### config.mk
export PLATFORM = sky130hd
export DESIGN_NAME = slot_pool_idle_busy_lists
export DESIGN_NICKNAME = d
export VERILOG_FILES = /design/src/sv/spl_pkg.sv /design/src/sv/spl_link_ram.sv /design/src/sv/slot_pool_idle_busy_lists.sv
export SDC_FILE = /design/constraint.sdc
export NUM_CORES = 1
export LEC_CHECK = 0
export BUFFER_PORTS_ARGS = -buffer_cell sky130_fd_sc_hd__buf_4
export CORE_MARGIN = 3
export CORE_UTILIZATION = 45
export CTS_CLUSTER_SIZE = 30
export DETAILED_ROUTE_END_ITERATION = 6
export SYNTH_ARGS = -nofsm -noshare
export SYNTH_HDL_FRONTEND = slang
export SYNTH_SLANG_ARGS = --single-unit
### constraint.sdc
create_clock -name clk -period 5.5 [get_ports clk]
set_input_delay 0.275 -clock clk [delete_from_list [all_inputs] [get_ports clk]]
set_output_delay 0.275 -clock clk [all_outputs]
set_load 0.1 [all_outputs]
### src/sv/spl_pkg.sv
// ----------------------------------------------------------------------------
// spl_pkg
// Shared types and constants for the slot pool with idle and busy lists.
// ----------------------------------------------------------------------------
package spl_pkg;

    // pool size and derived widths
    localparam int SLOTS   = 16;
    localparam int SLOT_W  = 4;
    localparam int COUNT_W = $clog2(SLOTS + 1);

    localparam logic [SLOT_W-1:0]  LAST_SLOT   = SLOT_W'(SLOTS - 1);
    localparam logic [COUNT_W-1:0] SLOTS_COUNT = COUNT_W'(SLOTS);

    // request codes
    localparam logic REQ_ALLOC   = 1'b0;
    localparam logic REQ_RELEASE = 1'b1;

    // result status codes
    typedef enum logic [1:0] {
        ST_OK         = 2'd0,
        ST_NO_IDLE    = 2'd1,
        ST_BUSY_EMPTY = 2'd2
    } status_t;

    // sequencer states
    typedef enum logic [2:0] {
        S_IDLE,
        S_UNLINK,
        S_UNLINK_PREV,
        S_INSERT,
        S_INSERT_LINK,
        S_INSERT_PF,
        S_INSERT_F
    } seq_state_t;

    // write port of the link memory
    typedef struct packed {
        logic              prev_we;
        logic              next_we;
        logic [SLOT_W-1:0] addr;
        logic [SLOT_W-1:0] prev_data;
        logic [SLOT_W-1:0] next_data;
    } link_wr_t;

endpackage

### src/sv/spl_link_ram.sv
// ----------------------------------------------------------------------------
// spl_link_ram
// Predecessor and successor link memory: one read and one write per cycle,
// registered read data, per-entry valid bits that stand in for the reset
// pattern until an entry is first written.
// ----------------------------------------------------------------------------
module spl_link_ram
    import spl_pkg::*;
(
    input  logic              clk,
    input  logic              rst_n,
    input  logic              rd_en,
    input  logic [SLOT_W-1:0] rd_addr,
    output logic [SLOT_W-1:0] rd_prev,
    output logic [SLOT_W-1:0] rd_next,
    input  link_wr_t          wr
);

    logic [SLOT_W-1:0] prev_mem [SLOTS];
    logic [SLOT_W-1:0] next_mem [SLOTS];
    logic [SLOTS-1:0]  prev_vld_reg;
    logic [SLOTS-1:0]  next_vld_reg;
    logic [SLOT_W-1:0] rd_prev_reg;
    logic [SLOT_W-1:0] rd_next_reg;
    logic [SLOT_W-1:0] dflt_prev;
    logic [SLOT_W-1:0] dflt_next;

    // reset pattern: a ring through all slots in index order
    assign dflt_prev = (rd_addr == '0) ? LAST_SLOT : rd_addr - SLOT_W'(1);
    assign dflt_next = (rd_addr == LAST_SLOT) ? '0 : rd_addr + SLOT_W'(1);

    // valid bits
    always_ff @(posedge clk or negedge rst_n)
    begin
        if (!rst_n)
        begin
            prev_vld_reg <= '0;
            next_vld_reg <= '0;
        end
        else
        begin
            if (wr.prev_we)
            begin
                prev_vld_reg[wr.addr] <= 1'b1;
            end
            if (wr.next_we)
            begin
                next_vld_reg[wr.addr] <= 1'b1;
            end
        end
    end

    // memory write
    always_ff @(posedge clk)
    begin
        if (wr.prev_we)
        begin
            prev_mem[wr.addr] <= wr.prev_data;
        end
        if (wr.next_we)
        begin
            next_mem[wr.addr] <= wr.next_data;
        end
    end

    // registered read
    always_ff @(posedge clk)
    begin
        if (rd_en)
        begin
            rd_prev_reg <= prev_vld_reg[rd_addr] ? prev_mem[rd_addr] : dflt_prev;
            rd_next_reg <= next_vld_reg[rd_addr] ? next_mem[rd_addr] : dflt_next;
        end
    end

    assign rd_prev = rd_prev_reg;
    assign rd_next = rd_next_reg;

endmodule

### src/sv/slot_pool_idle_busy_lists.sv
// ----------------------------------------------------------------------------
// slot_pool_idle_busy_lists
// Slot allocator keeping idle and busy slots on two circular doubly linked
// lists held in a shared link memory.
// ----------------------------------------------------------------------------
// Pulse start while busy is low to issue an allocate (req_type 0) or a
// release (req_type 1, release_slot) request. Busy stays high while the
// sequencer walks the link memory, one link access per cycle, and done
// pulses for one cycle with status, granted_slot, idle_count and
// busy_count; the receiver must take it then, as there is no back-pressure.
// A rejected request is answered from the idle state without walking the
// lists; a successful request passes through the registered link read and
// the chain of link updates that unlink and insert need (one step each). A
// new request may be issued in the cycle done is high. Releasing a slot
// that is not busy corrupts the lists.
module slot_pool_idle_busy_lists
    import spl_pkg::*;
(
    input  logic               clk,
    input  logic               rst_n,
    input  logic               start,
    output logic               busy,
    input  logic               req_type,
    input  logic [SLOT_W-1:0]  release_slot,
    output logic               done,
    output logic [1:0]         status,
    output logic [SLOT_W-1:0]  granted_slot,
    output logic [COUNT_W-1:0] idle_count,
    output logic [COUNT_W-1:0] busy_count
);

    seq_state_t         state_reg, state_next;
    logic               op_reg, op_next;
    logic [SLOT_W-1:0]  s_reg, s_next;
    logic [SLOT_W-1:0]  p_reg, p_next;
    logic [SLOT_W-1:0]  n_reg, n_next;
    logic [SLOT_W-1:0]  f_reg, f_next;
    logic [SLOT_W-1:0]  pf_reg, pf_next;
    logic [SLOT_W-1:0]  idle_head_reg, idle_head_next;
    logic [SLOT_W-1:0]  busy_head_reg, busy_head_next;
    logic               idle_ne_reg, idle_ne_next;
    logic               busy_ne_reg, busy_ne_next;
    logic [COUNT_W-1:0] idle_total_reg, idle_total_next;
    logic [COUNT_W-1:0] busy_total_reg, busy_total_next;
    logic               done_reg, done_next;
    status_t            status_reg, status_next;
    logic [SLOT_W-1:0]  granted_reg, granted_next;

    logic               rd_en;
    logic [SLOT_W-1:0]  rd_addr;
    logic [SLOT_W-1:0]  rd_prev;
    logic [SLOT_W-1:0]  rd_next;
    link_wr_t           wr;
    logic               accept;
    logic               finish;

    assign accept = start && (state_reg == S_IDLE);

    // link memory
    spl_link_ram u_link_ram (
        .clk     (clk),
        .rst_n   (rst_n),
        .rd_en   (rd_en),
        .rd_addr (rd_addr),
        .rd_prev (rd_prev),
        .rd_next (rd_next),
        .wr      (wr)
    );

    // control registers
    always_ff @(posedge clk or negedge rst_n)
    begin
        if (!rst_n)
        begin
            state_reg      <= S_IDLE;
            idle_head_reg  <= '0;
            busy_head_reg  <= '0;
            idle_ne_reg    <= 1'b1;
            busy_ne_reg    <= 1'b0;
            idle_total_reg <= SLOTS_COUNT;
            busy_total_reg <= '0;
            done_reg       <= 1'b0;
        end
        else
        begin
            state_reg      <= state_next;
            idle_head_reg  <= idle_head_next;
            busy_head_reg  <= busy_head_next;
            idle_ne_reg    <= idle_ne_next;
            busy_ne_reg    <= busy_ne_next;
            idle_total_reg <= idle_total_next;
            busy_total_reg <= busy_total_next;
            done_reg       <= done_next;
        end
    end

    // working and result registers
    always_ff @(posedge clk)
    begin
        op_reg      <= op_next;
        s_reg       <= s_next;
        p_reg       <= p_next;
        n_reg       <= n_next;
        f_reg       <= f_next;
        pf_reg      <= pf_next;
        status_reg  <= status_next;
        granted_reg <= granted_next;
    end

    // sequencer
    always_comb
    begin
        state_next      = state_reg;
        op_next         = op_reg;
        s_next          = s_reg;
        p_next          = p_reg;
        n_next          = n_reg;
        f_next          = f_reg;
        pf_next         = pf_reg;
        idle_head_next  = idle_head_reg;
        busy_head_next  = busy_head_reg;
        idle_ne_next    = idle_ne_reg;
        busy_ne_next    = busy_ne_reg;
        idle_total_next = idle_total_reg;
        busy_total_next = busy_total_reg;
        done_next       = 1'b0;
        status_next     = status_reg;
        granted_next    = granted_reg;
        rd_en           = 1'b0;
        rd_addr         = s_reg;
        wr              = '0;
        finish          = 1'b0;

        unique case (state_reg)
            S_IDLE:
            begin
                if (accept)
                begin
                    op_next = req_type;
                    s_next  = (req_type == REQ_ALLOC) ? idle_head_reg : release_slot;
                    rd_en   = 1'b1;
                    rd_addr = s_next;
                    if ((req_type == REQ_ALLOC) && !idle_ne_reg)
                    begin
                        done_next    = 1'b1;
                        status_next  = ST_NO_IDLE;
                        granted_next = '0;
                    end
                    else if ((req_type == REQ_RELEASE) && !busy_ne_reg)
                    begin
                        done_next    = 1'b1;
                        status_next  = ST_BUSY_EMPTY;
                        granted_next = '0;
                    end
                    else
                    begin
                        state_next = S_UNLINK;
                    end
                end
            end

            // unlink s from its source list
            S_UNLINK:
            begin
                p_next = rd_prev;
                n_next = rd_next;
                if ((rd_prev == s_reg) && (rd_next == s_reg))
                begin
                    if (op_reg == REQ_RELEASE)
                    begin
                        busy_ne_next = 1'b0;
                    end
                    else
                    begin
                        idle_ne_next = 1'b0;
                    end
                    state_next = S_INSERT;
                end
                else
                begin
                    wr.next_we   = 1'b1;
                    wr.addr      = rd_prev;
                    wr.next_data = rd_next;
                    state_next   = S_UNLINK_PREV;
                end
            end

            S_UNLINK_PREV:
            begin
                wr.prev_we   = 1'b1;
                wr.addr      = n_reg;
                wr.prev_data = p_reg;
                if (op_reg == REQ_RELEASE)
                begin
                    busy_head_next = n_reg;
                end
                else
                begin
                    idle_head_next = n_reg;
                end
                state_next = S_INSERT;
            end

            // insert s in front of the destination head
            S_INSERT:
            begin
                if ((op_reg == REQ_RELEASE) ? !idle_ne_reg : !busy_ne_reg)
                begin
                    wr.prev_we   = 1'b1;
                    wr.next_we   = 1'b1;
                    wr.addr      = s_reg;
                    wr.prev_data = s_reg;
                    wr.next_data = s_reg;
                    finish       = 1'b1;
                end
                else
                begin
                    f_next     = (op_reg == REQ_RELEASE) ? idle_head_reg : busy_head_reg;
                    rd_en      = 1'b1;
                    rd_addr    = f_next;
                    state_next = S_INSERT_LINK;
                end
            end

            S_INSERT_LINK:
            begin
                pf_next      = rd_prev;
                wr.prev_we   = 1'b1;
                wr.next_we   = 1'b1;
                wr.addr      = s_reg;
                wr.prev_data = rd_prev;
                wr.next_data = f_reg;
                state_next   = S_INSERT_PF;
            end

            S_INSERT_PF:
            begin
                wr.next_we   = 1'b1;
                wr.addr      = pf_reg;
                wr.next_data = s_reg;
                state_next   = S_INSERT_F;
            end

            S_INSERT_F:
            begin
                wr.prev_we   = 1'b1;
                wr.addr      = f_reg;
                wr.prev_data = s_reg;
                finish       = 1'b1;
            end

            default:
            begin
                state_next = S_IDLE;
            end
        endcase

        // completion: new head, saturating counts, result
        if (finish)
        begin
            state_next   = S_IDLE;
            done_next    = 1'b1;
            status_next  = ST_OK;
            if (op_reg == REQ_RELEASE)
            begin
                idle_head_next = s_reg;
                idle_ne_next   = 1'b1;
                granted_next   = '0;
                if (idle_total_reg < SLOTS_COUNT)
                begin
                    idle_total_next = idle_total_reg + COUNT_W'(1);
                end
                if (busy_total_reg != '0)
                begin
                    busy_total_next = busy_total_reg - COUNT_W'(1);
                end
            end
            else
            begin
                busy_head_next = s_reg;
                busy_ne_next   = 1'b1;
                granted_next   = s_reg;
                if (idle_total_reg != '0)
                begin
                    idle_total_next = idle_total_reg - COUNT_W'(1);
                end
                if (busy_total_reg < SLOTS_COUNT)
                begin
                    busy_total_next = busy_total_reg + COUNT_W'(1);
                end
            end
        end
    end

    // outputs
    assign busy         = (state_reg != S_IDLE);
    assign done         = done_reg;
    assign status       = status_reg;
    assign granted_slot = granted_reg;
    assign idle_count   = idle_total_reg;
    assign busy_count   = busy_total_reg;

endmodule

==> metrics, run 1 <==
IO Count=26; routed wire length per instance=24.7 um; final net count=approximately 840; Post-synth top flop=edfxtp_1; overflow left after global routing=0; CTS tree=yes; Worst Skew=0.0103 ns; mux cell area share after synthesis=0.0662; Final Wtd Congestion=0.982; min Tclk post-route=4.69 ns; H-tree levels=1; Worst Path Max Fanout=29; type of the worst setup path=reg -> reg; Buffers on Ports=25; overall routing resource usage=0.227; sequential fraction of the synthesis area=0.623; Hold WC Path Type=in -> reg; Post-route DRC=0; total CTS buffers=24; CORE AREA=21900 um2; maxcap violations=0; First DRT Iteration DRCs=830; Max Slew Vio Count=0; DIE AREA=approximately 24000 um2; Compound-Gate Fraction of Synth Area=0.159; Max Freq=213 MHz; Clock transition at path regs=0.06 ns; Synth Area in Simple Gates=0.101; biggest regs=u_link_ram.next_mem x64, u_link_ram.prev_mem x64; Synth Area in XOR/XNOR=0.00609; slowest stage delay, CP=1.00 ns; share of cells above drive strength 1=0.107; critical path startpoint category=flop; Post-CTS Setup Bufs=0; Post-DP HPWL=18900 um; worst hold margin=0.0723 ns; Setup crit end kind=flop; syn nets=832; Finish-stage setup viols=0; Area Overhead vs Synth=11.9%; Synth Warn #=0; Post-synth EDFFs=between 150 and 200; Synth Register Bits=219; Crit-path slowest cell=or4b_1; Slew headroom=0.284; Worst Max-Slew Pin Slew=1.07 ns; Avg Vias per Cell=6.27; die width=156 um; vias in the first global route=6886; clk root buf=clkbuf_16; final wirelength=between 20000 and 30000 um; Post-DRT Antenna Nets=0; commonest cells after routing, fill and taps aside=161 x edfxtp_1, 57 x o21ai_0, 55 x nand2_1; HP Start=req_type; Synth cell types=67; largest net degree at the start of global routing=57; crit path DAT=4.96 ns; crit share post-route=0.854; Synth Cell Area=10100 um2; DRT Pass-1 Iters=7; final hold vios=0; initial antenna violation count=0; via count=7031; first-pass GRT wire length=42200 um; most common cell after layout, fill and taps aside=edfxtp_1; run status=complete, no violations; cell family with most CP delay=simple AND/OR/NAND/NOR gates; non-filler cells in the finished layout=1121; RSZ-0062 raised after global routing=no; Post-Synth Adder-Cell Area=0.0139; Async SR Flop Fraction=0.256; # clock sinks=219; clk_lat worst skew=around 0.51 ns; dpl cells=1077; Max Root-Sink Buffers=3; largest family of logic cells by synthesized area=compound AO/OA/AOI/OAI gates; Crit path required time=5.76 ns; RR Startpoint=state_reg[2]; critical path cell sequence=or4b_1 -> o211a_1 -> nor2_1 -> nand3_1 -> o22ai_1 -> or3_1 -> mux2_1; Critical Path Source=state_reg[2]; initial core utilization=0.460; Die Y=~160 um; syn avg cell area=between 10 and 15 um2; row cnt=54; Diodes inserted=0; Gate Count Post-Synth=814; Bufs and invs on worst path=0; TNS Setup=0 ns
-- cells in the mapped netlist (4+ instances only) --
master,number,area share
a2111o_1,4,0.0045
a211oi_1,17,0.013
a21o_1,4,0.0030
a21oi_1,31,0.015
a221o_1,5,0.0050
a222oi_1,7,0.0070
a31oi_1,4,0.0025
and3_1,8,0.0050
buf_1,6,0.0022
buf_2,14,0.0070
clkbuf_1,34,0.013
dfrtp_1,54,0.13
edfxtp_1,161,0.48
ha_1,8,0.0099
inv_1,18,0.0067
mux2_2,7,0.0078
mux2i_1,54,0.054
nand2_1,55,0.020
nand2b_1,10,0.0062
nand3_1,35,0.017
nand3b_1,5,0.0037
nor2_1,52,0.019
nor3_1,5,0.0025
nor4_1,10,0.0062
o211a_1,4,0.0040
o211ai_1,10,0.0075
o21ai_0,57,0.028
o21bai_1,33,0.025
o22ai_1,20,0.012
o32a_1,4,0.0040
o32ai_1,6,0.0052
or2_2,4,0.0025
or3_1,9,0.0056
xnor2_1,4,0.0035
-- logic make-up (layout without fill, tap and decap cells) --
family,Yosys count,count (layout)
xor+xnor,7,7
mux,65,65
flops,219,219
fa+ha+maj,10,10
buf+inv,75,102
compound gates,230,230
simple gates,208,208
-- final cells by class --
cell class,instances,area [um2]
Timing Repair Buffer,39,295
Clock buffer,36,677
Sequential cell,219,6280
Fill cell,1892,10600
Inverter,20,77.6
Clock inverter,7,110
Multi-Input combinational cell,520,3480
Tap cell,280,350
-- layer usage --
layer / global-route usage / wire (um) / vias up
met5: 0 / 0 / -
met4: 0.0763 / 1090 / 0
met3: 0.0424 / 2120 / 68
met2: 0.352 / 12700 / 292
met1: 0.324 / 11800 / 3531
li1: - / - / 3140
-- path summary, 6_finish.rpt --
| path | end | slack, ns | depth (start not counted) |
|---|---|---|---|
| hold / removal | op_reg | 0.07 | 1 |
| setup / recovery | u_link_ram.rd_next[1] | 0.81 | 7 |
| setup reg to reg | u_link_ram.rd_next[1] | 0.81 | 7 |
| min in group asynchronous | u_link_ram.next_vld_reg[6] | 0.36 | 2 |
| hold reg to reg | u_link_ram.prev_vld_reg[0] | 0.47 | 1 |
| max in group asynchronous | idle_head_reg[1] | 4.64 | 2 |
-- per-stage QoR --
step | util | instance area [um2] | worst slack (ns)
after CTS | 0.515 | 11300 | 0.875
after floorplan | - | 10100 | 2.27
final | 0.515 | 11300 | 0.805
after global placement | 0.479 | 10500 | 1.00
after global routing | 0.515 | 11300 | 0.400
after detailed placement | 0.479 | 10500 | 0.894
-- repair_timing --
action | CTS | global route
hold buffers | 1 | 0
hold endpoints to repair | 54 | 0
setup endpoints to repair | 0 | 0
gates resized for setup | 0 | 0
Power of run 1 is not shown: default switching activity piles up to over one toggle a cycle in this logic, so the estimate is an artifact.
==> run 2: changes to the inputs <==
Settings changed: PLACE_DENSITY set to 0.73.
==> run 2 against run 1 <==
Net effect: clock-buffer cell count down 7; sequential share of layout area up 0.37 points; global-route usage down 1.3 points; highest routed layer unchanged.
==> metrics, run 2 (synthesis gave the netlist of run 1 again) <==
critical path startpoint category=flop (unchanged); Setup crit end kind=flop (unchanged); Max Root-Sink Buffers=3 (unchanged); Post-Route Utilization=0.512 (was 0.515); Crit-path slowest cell=or4b_1 (unchanged); first-pass GRT wire length=40500 um (was 42200 um); row cnt=54 (unchanged); IO Count=26 (unchanged); H-tree levels=1 (unchanged); Die Y=156 um (unchanged); most common cell after layout, fill and taps aside=edfxtp_1 (unchanged); DIE AREA=24200 um2 (unchanged); via count=7081 (was 7031); reg2reg path depth=9 (was 7); maxcap violations=0 (unchanged); Post-route DRC=0 (unchanged); critical path cell sequence=or4b_1 -> o211ai_2 -> nand2_8 -> inv_4 -> buf_4 -> mux2_2 -> a2111o_1 -> nor4_1 -> mux2i_1 (was or4b_1 -> o211a_1 -> nor2_1 -> nand3_1 -> o22ai_1 -> or3_1 -> mux2_1); Slew headroom=0.252 (was 0.284); Max Freq=215 MHz (was 213 MHz); register area=6280 um2 (unchanged); HP Start=req_type (unchanged); largest net degree at the start of global routing=57 (unchanged); # clock sinks=219 (unchanged); TNS Setup=0 ns (unchanged); slowest stage delay, CP=0.82 ns (was 1.00 ns); overall routing resource usage=0.214 (was 0.227); crit path DAT=4.91 ns (was 4.96 ns); Clock transition at path regs=0.06 ns (about the same); share of cells above drive strength 1=0.110 (was 0.107); vias in the first global route=6726 (was 6886); worst hold stages=1 (unchanged); clk root buf=clkbuf_16 (unchanged); biggest regs=u_link_ram.next_mem x64, u_link_ram.prev_mem x64 (unchanged); final hold vios=0 (unchanged); Area Overhead vs Synth=11.2% (was 11.9%); RSZ-0062 raised after global routing=no (unchanged); footprint of the multi-input gates=3480 um2 (unchanged); final wirelength=26400 um (was 27700 um); Crit path required time=5.75 ns (was 5.76 ns); clk_lat worst skew=0.51 ns (about the same); Worst Path Max Fanout=30 (was 29); fillers=1924 (was 1892); type of the worst setup path=reg -> reg (unchanged); initial core utilization=0.460 (unchanged); R2R Setup Slk=0.84 ns (was 0.81 ns); total CTS buffers=23 (was 24); initial antenna violation count=0 (unchanged); Worst Skew=0.0140 ns (was 0.0103 ns); First DRT Iteration DRCs=879 (was 830); die width=156 um (unchanged); Diodes inserted=0 (unchanged); Hold Path End=op_reg (unchanged); min Tclk post-route=4.66 ns (was 4.69 ns); Hold WC Path Type=in -> reg (unchanged); Worst Max-Slew Pin Slew=1.12 ns (was 1.07 ns); Post-DRT Antenna Nets=0 (unchanged); commonest cells after routing, fill and taps aside=161 x edfxtp_1, 57 x o21ai_0, 55 x nand2_1 (unchanged); Final Wtd Congestion=0.947 (was 0.982); routed wire length per instance=23.6 um (was 24.7 um); CTS resizes=0 (unchanged); Avg Vias per Cell=6.34 (was 6.27); overflow left after global routing=0 (unchanged); crit share post-route=0.847 (was 0.854); final net count=838 (was 842); Buffers on Ports=25 (unchanged); RR Startpoint=state_reg[2] (unchanged); Finish-stage setup viols=0 (unchanged); run status=complete, no violations (unchanged); CTS tree=yes (unchanged); CORE AREA=21900 um2 (unchanged); DRT Pass-1 Iters=7 (unchanged); Max Slew Vio Count=0 (unchanged); reg2reg end=u_link_ram.rd_prev[3] (was u_link_ram.rd_next[1]); Post-DP HPWL=17700 um (was 18900 um)
run 2: changes by cell type in the layout (fill, tap and decap cells not counted):
| cell | delta |
|---|---|
| clkinvlp_4 | +1 |
| bufinv_16 | -1 |
| clkbuf_16 | -2 |
| buf_4 | -3 |
| clkinv_4 | -1 |
| clkbuf_1 | -6 |
| inv_6 | +1 |
| clkbuf_8 | +1 |
| clkinv_2 | +6 |
run 2: worst max-delay path, delay by kind of cell, from the launching register on:
kind / cells / cell delay, ns
flops: 1 / 0.64
simple gates: 3 / 1.44
compound gates: 2 / 0.85
mux: 2 / 0.51
buf+inv: 2 / 0.91
run 2: worst max path at each step:
stage,start,to,slack [ns]
6_report,state_reg[2],u_link_ram.rd_prev[3],0.84
5_1_grt,state_reg[2],u_link_ram.rd_prev[3],0.65
2_1_floorplan,op_reg,u_link_ram.rd_next[1],2.27
3_5_place_dp,state_reg[2],u_link_ram.rd_prev[3],0.99
4_1_cts,state_reg[2],u_link_ram.rd_prev[3],0.95
3_3_place_gp,state_reg[2],u_link_ram.rd_prev[2],1.11
run 2: routing by layer:
| metal | GRT usage | vias up | part of all wire |
|---|---|---|---|
| met5 | 0 | - | 0 |
| met4 | 0.0613 | 0 | 0.032 |
| met3 | 0.0441 | 63 | 0.096 |
| met2 | 0.336 | 392 | 0.46 |
| met1 | 0.304 | 3498 | 0.41 |
| li1 | - | 3128 | - |
run 2: final cells by class:
class                      instances  area share
clock inverter                    13      0.0105
timing repair buffer              36      0.0244
inverter                          20     0.00693
sequential                       219       0.561
tap                              280      0.0313
clock buffer                      29      0.0552
multi-input combinational        520       0.311
run 2: through the flow:
stage / hold WS (ns) / worst slack [ns] / std cells / instance area, um2
after detailed placement: 0.372 / 0.994 / 1074 / 10500
after global placement: 0.372 / 1.11 / 1074 / 10500
after floorplan: -0.0206 / 2.27 / 814 / 10100
after CTS: 0.0481 / 0.948 / 1117 / 11200
after global routing: 0.0730 / 0.652 / 1117 / 11200
final: 0.0669 / 0.843 / 1117 / 11200
run 2: timing repair:
item | in CTS | in global routing
hold buffers | 1 | 0
setup buffers | 0 | 0
hold endpoints to repair | 54 | 0
Power of run 2 is left out for the same reason.
==> run 3: changes to the inputs <==
Settings changed: PLACE_DENSITY 0.73 to 0.75.
Clock period 5.5 ns to 4.1 ns, I/O delays scaled along.
==> run 3 against run 2 <==
Net effect: global-route usage increased by 0.35 points; sequential share of layout area shrank 1.3 points; hold slack worse by 0.024 ns; via count up 1.2%; highest routed layer unchanged; core utilization is 1.2 points higher; critical path depth did not move; routed wire length increased by 0.71%; largest cell class unchanged; clock-buffer cell count increased by 2; register-to-register slack got worse by 0.54 ns.
==> metrics, run 3 (synthesis gave the netlist of run 1 again) <==
RSZ-0062 raised after global routing=no (unchanged); Max Root-Sink Buffers=3 (unchanged); crit path DAT=4.05 ns (was 4.91 ns); routed wire length per instance=23.1 um (was 23.6 um); IO Count=26 (unchanged); final net count=867 (was 838); Post-DRT Antenna Nets=0 (unchanged); Area Overhead vs Synth=13.8% (was 11.2%); Max Freq=264 MHz (was 215 MHz); die width=156 um (unchanged); H-tree levels=1 (unchanged); via count=7166 (was 7081); TNS Setup=0 ns (unchanged); biggest regs=u_link_ram.next_mem x64, u_link_ram.prev_mem x64 (unchanged); First DRT Iteration DRCs=723 (was 879); CTS tree=yes (unchanged); initial core utilization=0.460 (unchanged); Finish-stage setup viols=0 (unchanged); total CTS buffers=24 (was 23); DRT Pass-1 Iters=6 (was 7); clk_lat worst skew=0.52 ns (was 0.51 ns); wire length on met3=2630 um (was 2520 um); row cnt=54 (unchanged); Post-DP HPWL=18400 um (was 17700 um); most common cell after layout, fill and taps aside=edfxtp_1 (unchanged); overflow left after global routing=0 (unchanged); run status=complete, no violations (unchanged); Avg Vias per Cell=6.25 (was 6.34); first-pass GRT wire length=41000 um (was 40500 um); Clock transition at path regs=0.06 ns (about the same); Post-route DRC=0 (unchanged); type of the worst setup path=reg -> reg (unchanged); maxcap violations=0 (unchanged); DR top layer=met4 (unchanged); min Tclk post-route=3.79 ns (was 4.66 ns); overall routing resource usage=0.217 (was 0.214); Diodes inserted=0 (unchanged); footprint of the multi-input gates=3480 um2 (unchanged); CORE AREA=21900 um2 (unchanged); commonest cells after routing, fill and taps aside=161 x edfxtp_1, 62 x buf_4, 57 x o21ai_0 (was 161 x edfxtp_1, 57 x o21ai_0, 55 x nand2_1); Slew headroom=0.398 (was 0.252); Crit path required time=4.36 ns (was 5.75 ns); met2 WL=11900 um (was 12100 um); Worst Skew=0.0132 ns (was 0.0140 ns); initial antenna violation count=0 (unchanged); Max Slew Vio Count=0 (unchanged); Buffers on Ports=25 (unchanged); final wirelength=26600 um (was 26400 um); clk root buf=clkbuf_16 (unchanged); Final Wtd Congestion=0.954 (was 0.947); # clock sinks=219 (unchanged); crit share post-route=0.925 (was 0.847); metal1 wirelength=10700 um (was 10900 um); critical path startpoint category=flop (unchanged); Setup crit end kind=flop (unchanged); final hold vios=0 (unchanged); DIE AREA=24200 um2 (unchanged); share of cells above drive strength 1=0.141 (was 0.110); Die Y=156 um (unchanged); fillers=1863 (was 1924); Worst Path Max Fanout=15 (was 30); Hold WC Path Type=in -> reg (unchanged); register area=6280 um2 (unchanged); CTS resizes=0 (unchanged); largest net degree at the start of global routing=57 (unchanged); Worst Max-Slew Pin Slew=0.900 ns (was 1.12 ns); vias in the first global route=6973 (was 6726)
## run 3: changes by cell type in the layout (fill, tap and decap cells not counted)
cell / previous run / this run
clkinvlp_4: 1 / 2
clkinv_1: 4 / 2
clkbuf_16: 23 / 25
dlygate4sd3_1: 1 / 2
buf_4: 35 / 62
clkbuf_8: 2 / 1
clkinv_4: 0 / 2
clkbuf_1: 4 / 5
inv_6: 1 / 0
## run 3: per-layer routing
metal	vias to the layer above	global-route usage
li1	3202	-
met1	3478	0.295
met2	392	0.334
met3	94	0.0530
met4	0	0.0938
met5	-	0
## run 3: worst paths after layout
kind	start	endpoint	cells past startpoint	slack, ns
max	state_reg[0]	u_link_ram.rd_next[1]	9	0.31
min	start	state_reg[0]	3	0.04
max reg2reg	state_reg[0]	u_link_ram.rd_next[1]	9	0.31
min reg2reg	u_link_ram.next_vld_reg[1]	u_link_ram.next_vld_reg[1]	1	0.47
max in group asynchronous	rst_n	u_link_ram.next_vld_reg[11]	2	3.29
min in group asynchronous	rst_n	idle_count[2]	2	0.30
## run 3: what timing repair did
action                                 in CTS  in global routing
endpoints found under the hold margin      55                  0
buffers inserted                            0                  0
hold buffers                                2                  0
## run 3: per-stage QoR
step	area, um2	setup slack, ns	instances	utilization	hold WS [ns]
5_1_grt	11500	0.166	1147	0.523	0.0637
6_report	11500	0.306	1147	0.523	0.0431
2_1_floorplan	10100	0.865	814	-	-0.0906
3_5_place_dp	10700	0.404	1101	0.487	0.321
4_1_cts	11500	0.383	1147	0.523	0.0369
3_3_place_gp	10700	0.452	1101	0.487	0.311
## run 3: critical path: stages (launching register included)
cell	delay (ns)
dfrtp_1	0.35
buf_4	0.17
nand3b_1	0.25
buf_4	0.26
o211ai_2	0.46
nand2_1	0.51
nand3_1	0.52
o22ai_1	0.18
or3_1	0.47
mux2_1	0.36
## run 3: final cells by class
class	instances	area share
multi-input combinational	520	0.304
timing repair buffer	64	0.0424
inverter	20	0.00677
sequential	219	0.548
clock inverter	13	0.0110
clock buffer	31	0.0574
tap	280	0.0306
Power of run 3 is left out for the same reason.
